===== src/rtl/core/bnc_pkg.sv =====
// Shared types and constants of the bracket nesting checker.
// No dependencies; bnc_stack and bracket_nesting_checker refer to it by scoped names.
package bnc_pkg;

    typedef enum logic [3:0] {
        ST_OK           = 4'd0,
        ST_UNMATCHED    = 4'd1,
        ST_EOF_COMMENT  = 4'd2,
        ST_EOF_LITERAL  = 4'd3,
        ST_OPEN_PAREN   = 4'd4,
        ST_OPEN_BRACKET = 4'd5,
        ST_OPEN_BRACE   = 4'd6,
        ST_OVERFLOW     = 4'd7,
        ST_HALTED       = 4'd8
    } t_status;

    localparam logic [7:0] CH_NEWLINE  = 8'h0A;
    localparam logic [7:0] CH_LPAREN   = 8'h28;
    localparam logic [7:0] CH_RPAREN   = 8'h29;
    localparam logic [7:0] CH_LBRACKET = 8'h5B;
    localparam logic [7:0] CH_RBRACKET = 8'h5D;
    localparam logic [7:0] CH_LBRACE   = 8'h7B;
    localparam logic [7:0] CH_RBRACE   = 8'h7D;

    typedef struct packed {
        logic [7:0] char_byte;
        logic       in_string;
        logic       in_char_literal;
        logic       in_comment;
        logic       in_multiline_comment;
        logic       next_is_eof;
    } t_in_item;

    typedef struct packed {
        logic push;
        logic pop;
    } t_stack_op;

    typedef struct packed {
        logic empty;
        logic full;
        logic next_nonempty;
    } t_stack_stat;

endpackage


===== src/rtl/core/bnc_stack.sv =====
// Position stack for one kind of bracket: top entry in a register, the rest in a memory.
// Depends on bnc_pkg for the operation and status structs.
module bnc_stack #(
    parameter int DEPTH = 64,
    parameter int WIDTH = 40
) (
    input  logic                 i_clk,
    input  logic                 i_rst_n,
    input  bnc_pkg::t_stack_op   i_op,
    input  logic [WIDTH-1:0]     i_pos,
    output logic [WIDTH-1:0]     o_next_top,
    output bnc_pkg::t_stack_stat o_stat
);

    localparam int DW = $clog2(DEPTH + 1);
    localparam int AW = $clog2(DEPTH);

    logic [WIDTH-1:0] mem [DEPTH];
    logic [DW-1:0]    r_depth, n_depth;
    logic [WIDTH-1:0] r_top;
    logic [WIDTH-1:0] r_mem_q;
    logic [WIDTH-1:0] r_byp;
    logic             r_use_byp;
    logic [WIDTH-1:0] below;
    logic [DW-1:0]    wr_full;
    logic [DW-1:0]    rd_full;

    // The entry under the top is read ahead into a register; after a push it is the old top.
    assign below   = r_use_byp ? r_byp : r_mem_q;
    assign wr_full = r_depth - DW'(1);
    assign rd_full = r_depth - (i_op.pop ? DW'(3) : DW'(2));

    always_comb begin
        n_depth = r_depth;
        if (i_op.push) begin
            n_depth = r_depth + DW'(1);
        end else if (i_op.pop) begin
            n_depth = r_depth - DW'(1);
        end
    end

    always_comb begin
        o_next_top = r_top;
        if (i_op.push) begin
            o_next_top = i_pos;
        end else if (i_op.pop) begin
            o_next_top = below;
        end
    end

    assign o_stat.empty         = (r_depth == '0);
    assign o_stat.full          = (r_depth == DW'(DEPTH));
    assign o_stat.next_nonempty = (n_depth != '0);

    always_ff @(posedge i_clk) begin
        if (!i_rst_n) begin
            r_depth <= '0;
        end else begin
            r_depth <= n_depth;
        end
    end

    always_ff @(posedge i_clk) begin
        r_top     <= o_next_top;
        r_byp     <= r_top;
        r_use_byp <= i_op.push;
    end

    always_ff @(posedge i_clk) begin
        if (i_op.push && (r_depth != '0)) begin
            mem[wr_full[AW-1:0]] <= r_top;
        end
        r_mem_q <= mem[rd_full[AW-1:0]];
    end

    a_op_exclusive: assert property (@(posedge i_clk) disable iff (!i_rst_n)
        !(i_op.push && i_op.pop))
        else $error("stack push and pop in the same cycle");

    a_push_depth: assert property (@(posedge i_clk) disable iff (!i_rst_n)
        i_op.push |=> r_depth == $past(r_depth) + DW'(1))
        else $error("stack depth did not grow on push");

    a_pop_depth: assert property (@(posedge i_clk) disable iff (!i_rst_n)
        i_op.pop |-> r_depth != '0)
        else $error("stack popped while empty");

endmodule


===== config.mk =====
export PLATFORM = sky130hd
export DESIGN_NAME = bnc_stack
export DESIGN_NICKNAME = d
export VERILOG_FILES = /design/src/rtl/core/bnc_pkg.sv /design/src/rtl/core/bnc_stack.sv
export SDC_FILE = /design/constraint.sdc
export NUM_CORES = 2
export LEC_CHECK = 0
export BUFFER_PORTS_ARGS = -buffer_cell sky130_fd_sc_hd__buf_2
export CAP_MARGIN = 0
export CORE_MARGIN = 5
export CORE_UTILIZATION = 55
export DETAILED_ROUTE_END_ITERATION = 10
export GPL_TIMING_DRIVEN = 0
export HOLD_SLACK_MARGIN = 0.12
export PLACE_DENSITY = 0.67
export SETUP_SLACK_MARGIN = 0.4
export SLEW_MARGIN = 20
export SYNTH_ARGS = -nofsm -noshare
export SYNTH_HDL_FRONTEND = slang
export SYNTH_SLANG_ARGS = --single-unit

===== constraint.sdc =====
create_clock -name i_clk -period 5.4 [get_ports i_clk]
set_clock_uncertainty 0.1 [all_clocks]
set_input_delay 0.54 -clock i_clk [delete_from_list [all_inputs] [get_ports i_clk]]
set_output_delay 0.54 -clock i_clk [all_outputs]
set_load 0.005 [all_outputs]

* Word level (Yosys, flattened, before mapping)
Memories as Yosys holds them, arrays and structs flattened. A register that Yosys moved wholly into a read port is not among the register bits. Index checks and enable logic that the tools add are counted.
Storage, ports and cells: memory bits (writable) 2560, word-level logic and storage cells 21, output and inout port bits 43, input bits 44, bits in registers 88, memories 1
Operators by class: equality and inequality tests 1, mux-type cells 8, add/subtract/negate cells 3, reduce and logical (&&, ||, !) cells 4
Memories:
- mem | depth 64, width 40, rd ports 1, clocked after memory_dff 1, wr ports 1, line bnc_stack.sv:18 | logic [WIDTH-1:0] mem [DEPTH];
Operators with widths (count):
- 2-to-1 mux 40 bit | 3
- 2-to-1 mux 7 bit | 2
- nonzero test 7 bit | 2
- adder 7 x 1 -> 7 bit (second input constant) | 1
- equality test 7 bit (second input constant) | 1
- logical NOT 7 bit | 1
- subtractor 7 x 1 -> 7 bit (second input constant) | 1
- subtractor 6 x 2 -> 6 bit | 1
- 2-to-1 mux 1 bit | 3
- logical AND 1 bit | 1

* Depth between registers and ports, before layout
depth in word-level cells 4, gate-level depth with buffers 13, depth with buffers taken out 10

* Worst setup path after synthesis
Ideal clock, no wire load.
kind register to register, start reg r_depth[1], end mem mem[56][0], enable pin, setup slack 1448 ps, arrival 3415 ps, stages on the path, launching flop included 8, required time 4862 ps, cell sequence dfxtp_1 inv_1 ha_1 clkbuf_1 or3b_2 a21oi_1 a31oi_1 nor2_1
On the way: word-level cells in the longest chain between the ends 4, elaborated cells on any way between the ends 5, classes of those cells add/sub: 1; mux: 2; reduce/logical: 2
Ends and longest elaborated chain:
- from (decl) | line bnc_stack.sv:19 | logic [DW-1:0] r_depth, n_depth;
- from (signal assigned) | line bnc_stack.sv:59 | r_depth <= n_depth;
- parallel branches: the longest is 4 deep, another holds subtractor 7 x 1 -> 7 bit
- to (decl) | line bnc_stack.sv:18
Several ways; the timed one is not identified.

* Worst setup path after layout
start reg r_depth[0], end reg r_mem_q[25], read port of mem
On the way: word-level cells in the longest chain between the ends 1
Ends and longest elaborated chain:
- subtractor 6 x 2 -> 6 bit | line bnc_stack.sv:31 | assign rd_full = r_depth - (i_op.pop ? DW'(3) : DW'(2));
- to (decl) | line bnc_stack.sv:21 | logic [WIDTH-1:0] r_mem_q;
Every way passes these cells. A chain may end at the register's enable or synchronous reset.

==> impl_results.md <==
- Layout Cells excl Fill: around 7700
- Ys Warns: 0
- Critical path launch point type: flip-flop
- Fin area: approximately 120000 µm²
- CTS tree: yes
- Final period util: 94.07%
- FF/Latch Area: ~80000 µm²
- DR pass1 iterations: 6
- CTS Root Cell: clkbuf_16
- Unique masters post-synth: 49
- Residual DRC: 0
- CTS sink cnt: 2688
- Final Hold Viols: 0
- Peak VDD IR: between 0.3 and 0.4 mV
- Grt total ovfl: 0
- Area leader, netlist: edfxtp_1
- Final WL: around 280000 µm
- Area after DPL: ~110000 µm²
- Chip width: between 400 and 500 µm
- Cts bufs inserted: roughly 280
- Longest Clk Path Bufs: 4
- Worst Tran Pin Value: roughly 1100 ps
- # Post-CTS Setup Buffers: 0
- RSZ-0062 raised after global routing: yes
- Max Cap Viol: 0
- H-tree levels: 5
- Final hold slack: 202.4 ps
- Hold crit path type: in -> reg
- Slew margin rel.: 24.28%
- Initial antenna violation count: 21
- Row count: ~160
- P_leak: 37.69 nW
- Setup total negative slack: 0 ps
- Initial DRC count: 8066
- Routability cong.: ~0.97
- Chip height: about 440 µm
- Clock latency on the worst-skew pair: roughly 900 ps
- Worst-path clk slew: about 60 ps
- Total core area: between 150000 and 200000 µm²
- Global-route wire length before repair: approximately 390000 µm
- Register bit total from synthesis: roughly 2700
- Arr. time, crit path: approximately 5700 ps
- Placed cells: a little over 7000
- Max Freq: a little under 200 MHz
- Crit end category: flip-flop
- # setup viols final: 0
- Syn nets: 4491
- Hold Path Depth: 5
- Most frequent cells in the layout: edfxtp_1 (2560), mux4_2 (755), clkbuf_16 (291), nand2_1 (192), clkbuf_1 (181)
- Status: finished clean
- Dpl ws: -353.9 ps
- Slew Viols, Final: 0
- Post-Syn Instances: 4442
- Register area share after synthesis: approximately 80%
- Main area contributors after synthesis: edfxtp_1 (76%), mux4_2 (17%), dfxtp_1 (2.5%)
- Antenna Nets Post-Route: 0
- Most common cell after layout, fill and taps aside: edfxtp_1
- Pwr Density: between 400 and 500 nW/µm²
- Share of post-route cells with drive strength above 1: a little under a third
- Die area: 193800 µm²
- IO Pins: 87
- Crit path required time: roughly 6000 ps
- Post-DP HPWL: 188400 µm
- Filler Cell Count: between 10000 and 15000
- Vias: about 52000
- Final #Nets: 5063
- GRT Overall Usage: a little under 30%
- CP Class: reg -> reg
- Vias in the first global route: 50220
- Reg2Reg Depth: 11
- Post-Syn Area: roughly 100000 µm²
- Synth top area share: between 70% and 80%
- DR vias/cell: 6.706
- I/O Buffers: 86
- Tmin final: 5080 ps
- Synthesis-to-layout area growth: 16.73%
- Crit Path Max Fanout: 10
- Syn_area_per_cell: about 23 µm²
- Final WS setup: ~320 ps
- Post-DR wirelength/cell: around 37 µm
- Multi-input gate area in the final layout: around 22000 µm²
- Pin count of the biggest net entering global routing: 67
- Initial Util: between 50% and 60%
## final timing paths
path              start           to  slack, ps
max          r_depth[0]  r_mem_q[25]        320
max reg2reg  r_depth[0]  r_mem_q[25]        320
min             i_op[0]   r_depth[2]        200
min reg2reg   r_top[26]    r_byp[26]        310
## metrics by stage
step | power, W | utilization, %
6_report | 0.05129 | 64.69
5_1_grt | 0.05262 | 64.68
4_1_cts | 0.05131 | 64.66
3_5_place_dp | 0.03296 | 59.70
3_3_place_gp | 0.03264 | 57.33
2_1_floorplan | 0.02905 | -
## cell families after synthesis
| group | after synthesis | share of synthesized area (%) |
|---|---|---|
| fa+ha+maj | 5 | 0.06146 |
| simple gates | 411 | 1.769 |
| xor+xnor | 14 | 0.1278 |
| mux | 821 | 17.35 |
| flops | 2688 | 78.04 |
| buf+inv | 251 | 1.085 |
| compound gates | 252 | 1.560 |
## where the power goes
part           leakage, nW  switching, W  total (W)  internal [W]
logic                 9.27       0.00521    0.00821       0.00300
clock network         4.23       0.00765     0.0185        0.0109
registers             24.2      0.000698     0.0246        0.0239
total                 37.7        0.0136     0.0513        0.0377
## state kept, by name, summed over array words and instances (netlist names)
signal,count
r_byp,40
r_mem_q,40
r_top,40
mem,2560
r_use_byp,1
r_depth,7
## synth_stat cells (all sizes together)
library cell  count
o21ai           121
nand2           193
o22ai             5
a311oi            9
xor2              7
o311ai            9
o32ai            10
o21a              2
xnor2             7
mux4            755
nor4              1
a22oi            56
nor3              6
a21boi            9
o31ai             2
edfxtp         2560
and3              1
a221o             3
o32a              1
ha                5
nand4             8
mux2i            66
or4               1
nand3            80
nor3b            10
nand3b            4
a31oi             3
a21oi            21
or3b              2
or3               3
inv               5
buf             120
nand2b            5
nor2b             2
nor2             91
and2              4
o22a              1
dfxtp           128
clkbuf          126
## worst max-delay path, cell delays in order, from the launching register on
cell,delay (ps)
dfxtp_2,380
inv_1,120
ha_1,210
inv_1,60
ha_1,260
buf_2,520
buf_2,580
clkbuf_1,870
mux4_2,430
mux4_2,530
a22oi_1,420
nand2_1,340
## what timing repair did
action,4_1_cts,5_1_grt
endpoints found under the setup margin,23,5
resized for setup,10,10
hold buffers,42,0
pin swaps,0,0
hold endpoints to repair,48,0
## final cells by class
cell class	instances	area share [%]
multi-input cells	1503	18.33
plain buffers	246	0.9467
clock buffers	371	6.458
clock inverters	109	0.8351
flip-flops and latches	2688	66.97
repair buffers	287	3.830
well taps	2464	2.595
diodes	7	0.01474
inverters	5	0.01580
## layer usage
| metal | vias up | share of wire, % | global-route usage [%] |
|---|---|---|---|
| li1 | 20010 | - | - |
| met1 | 27320 | 38 | 42.67 |
| met2 | 3441 | 45 | 42.53 |
| met3 | 723 | 12 | 7.553 |
| met4 | 6 | 5.6 | 13.79 |
| met5 | - | 0.014 | 0 |
No activity file was read; power rests on OpenSTA's default activity.
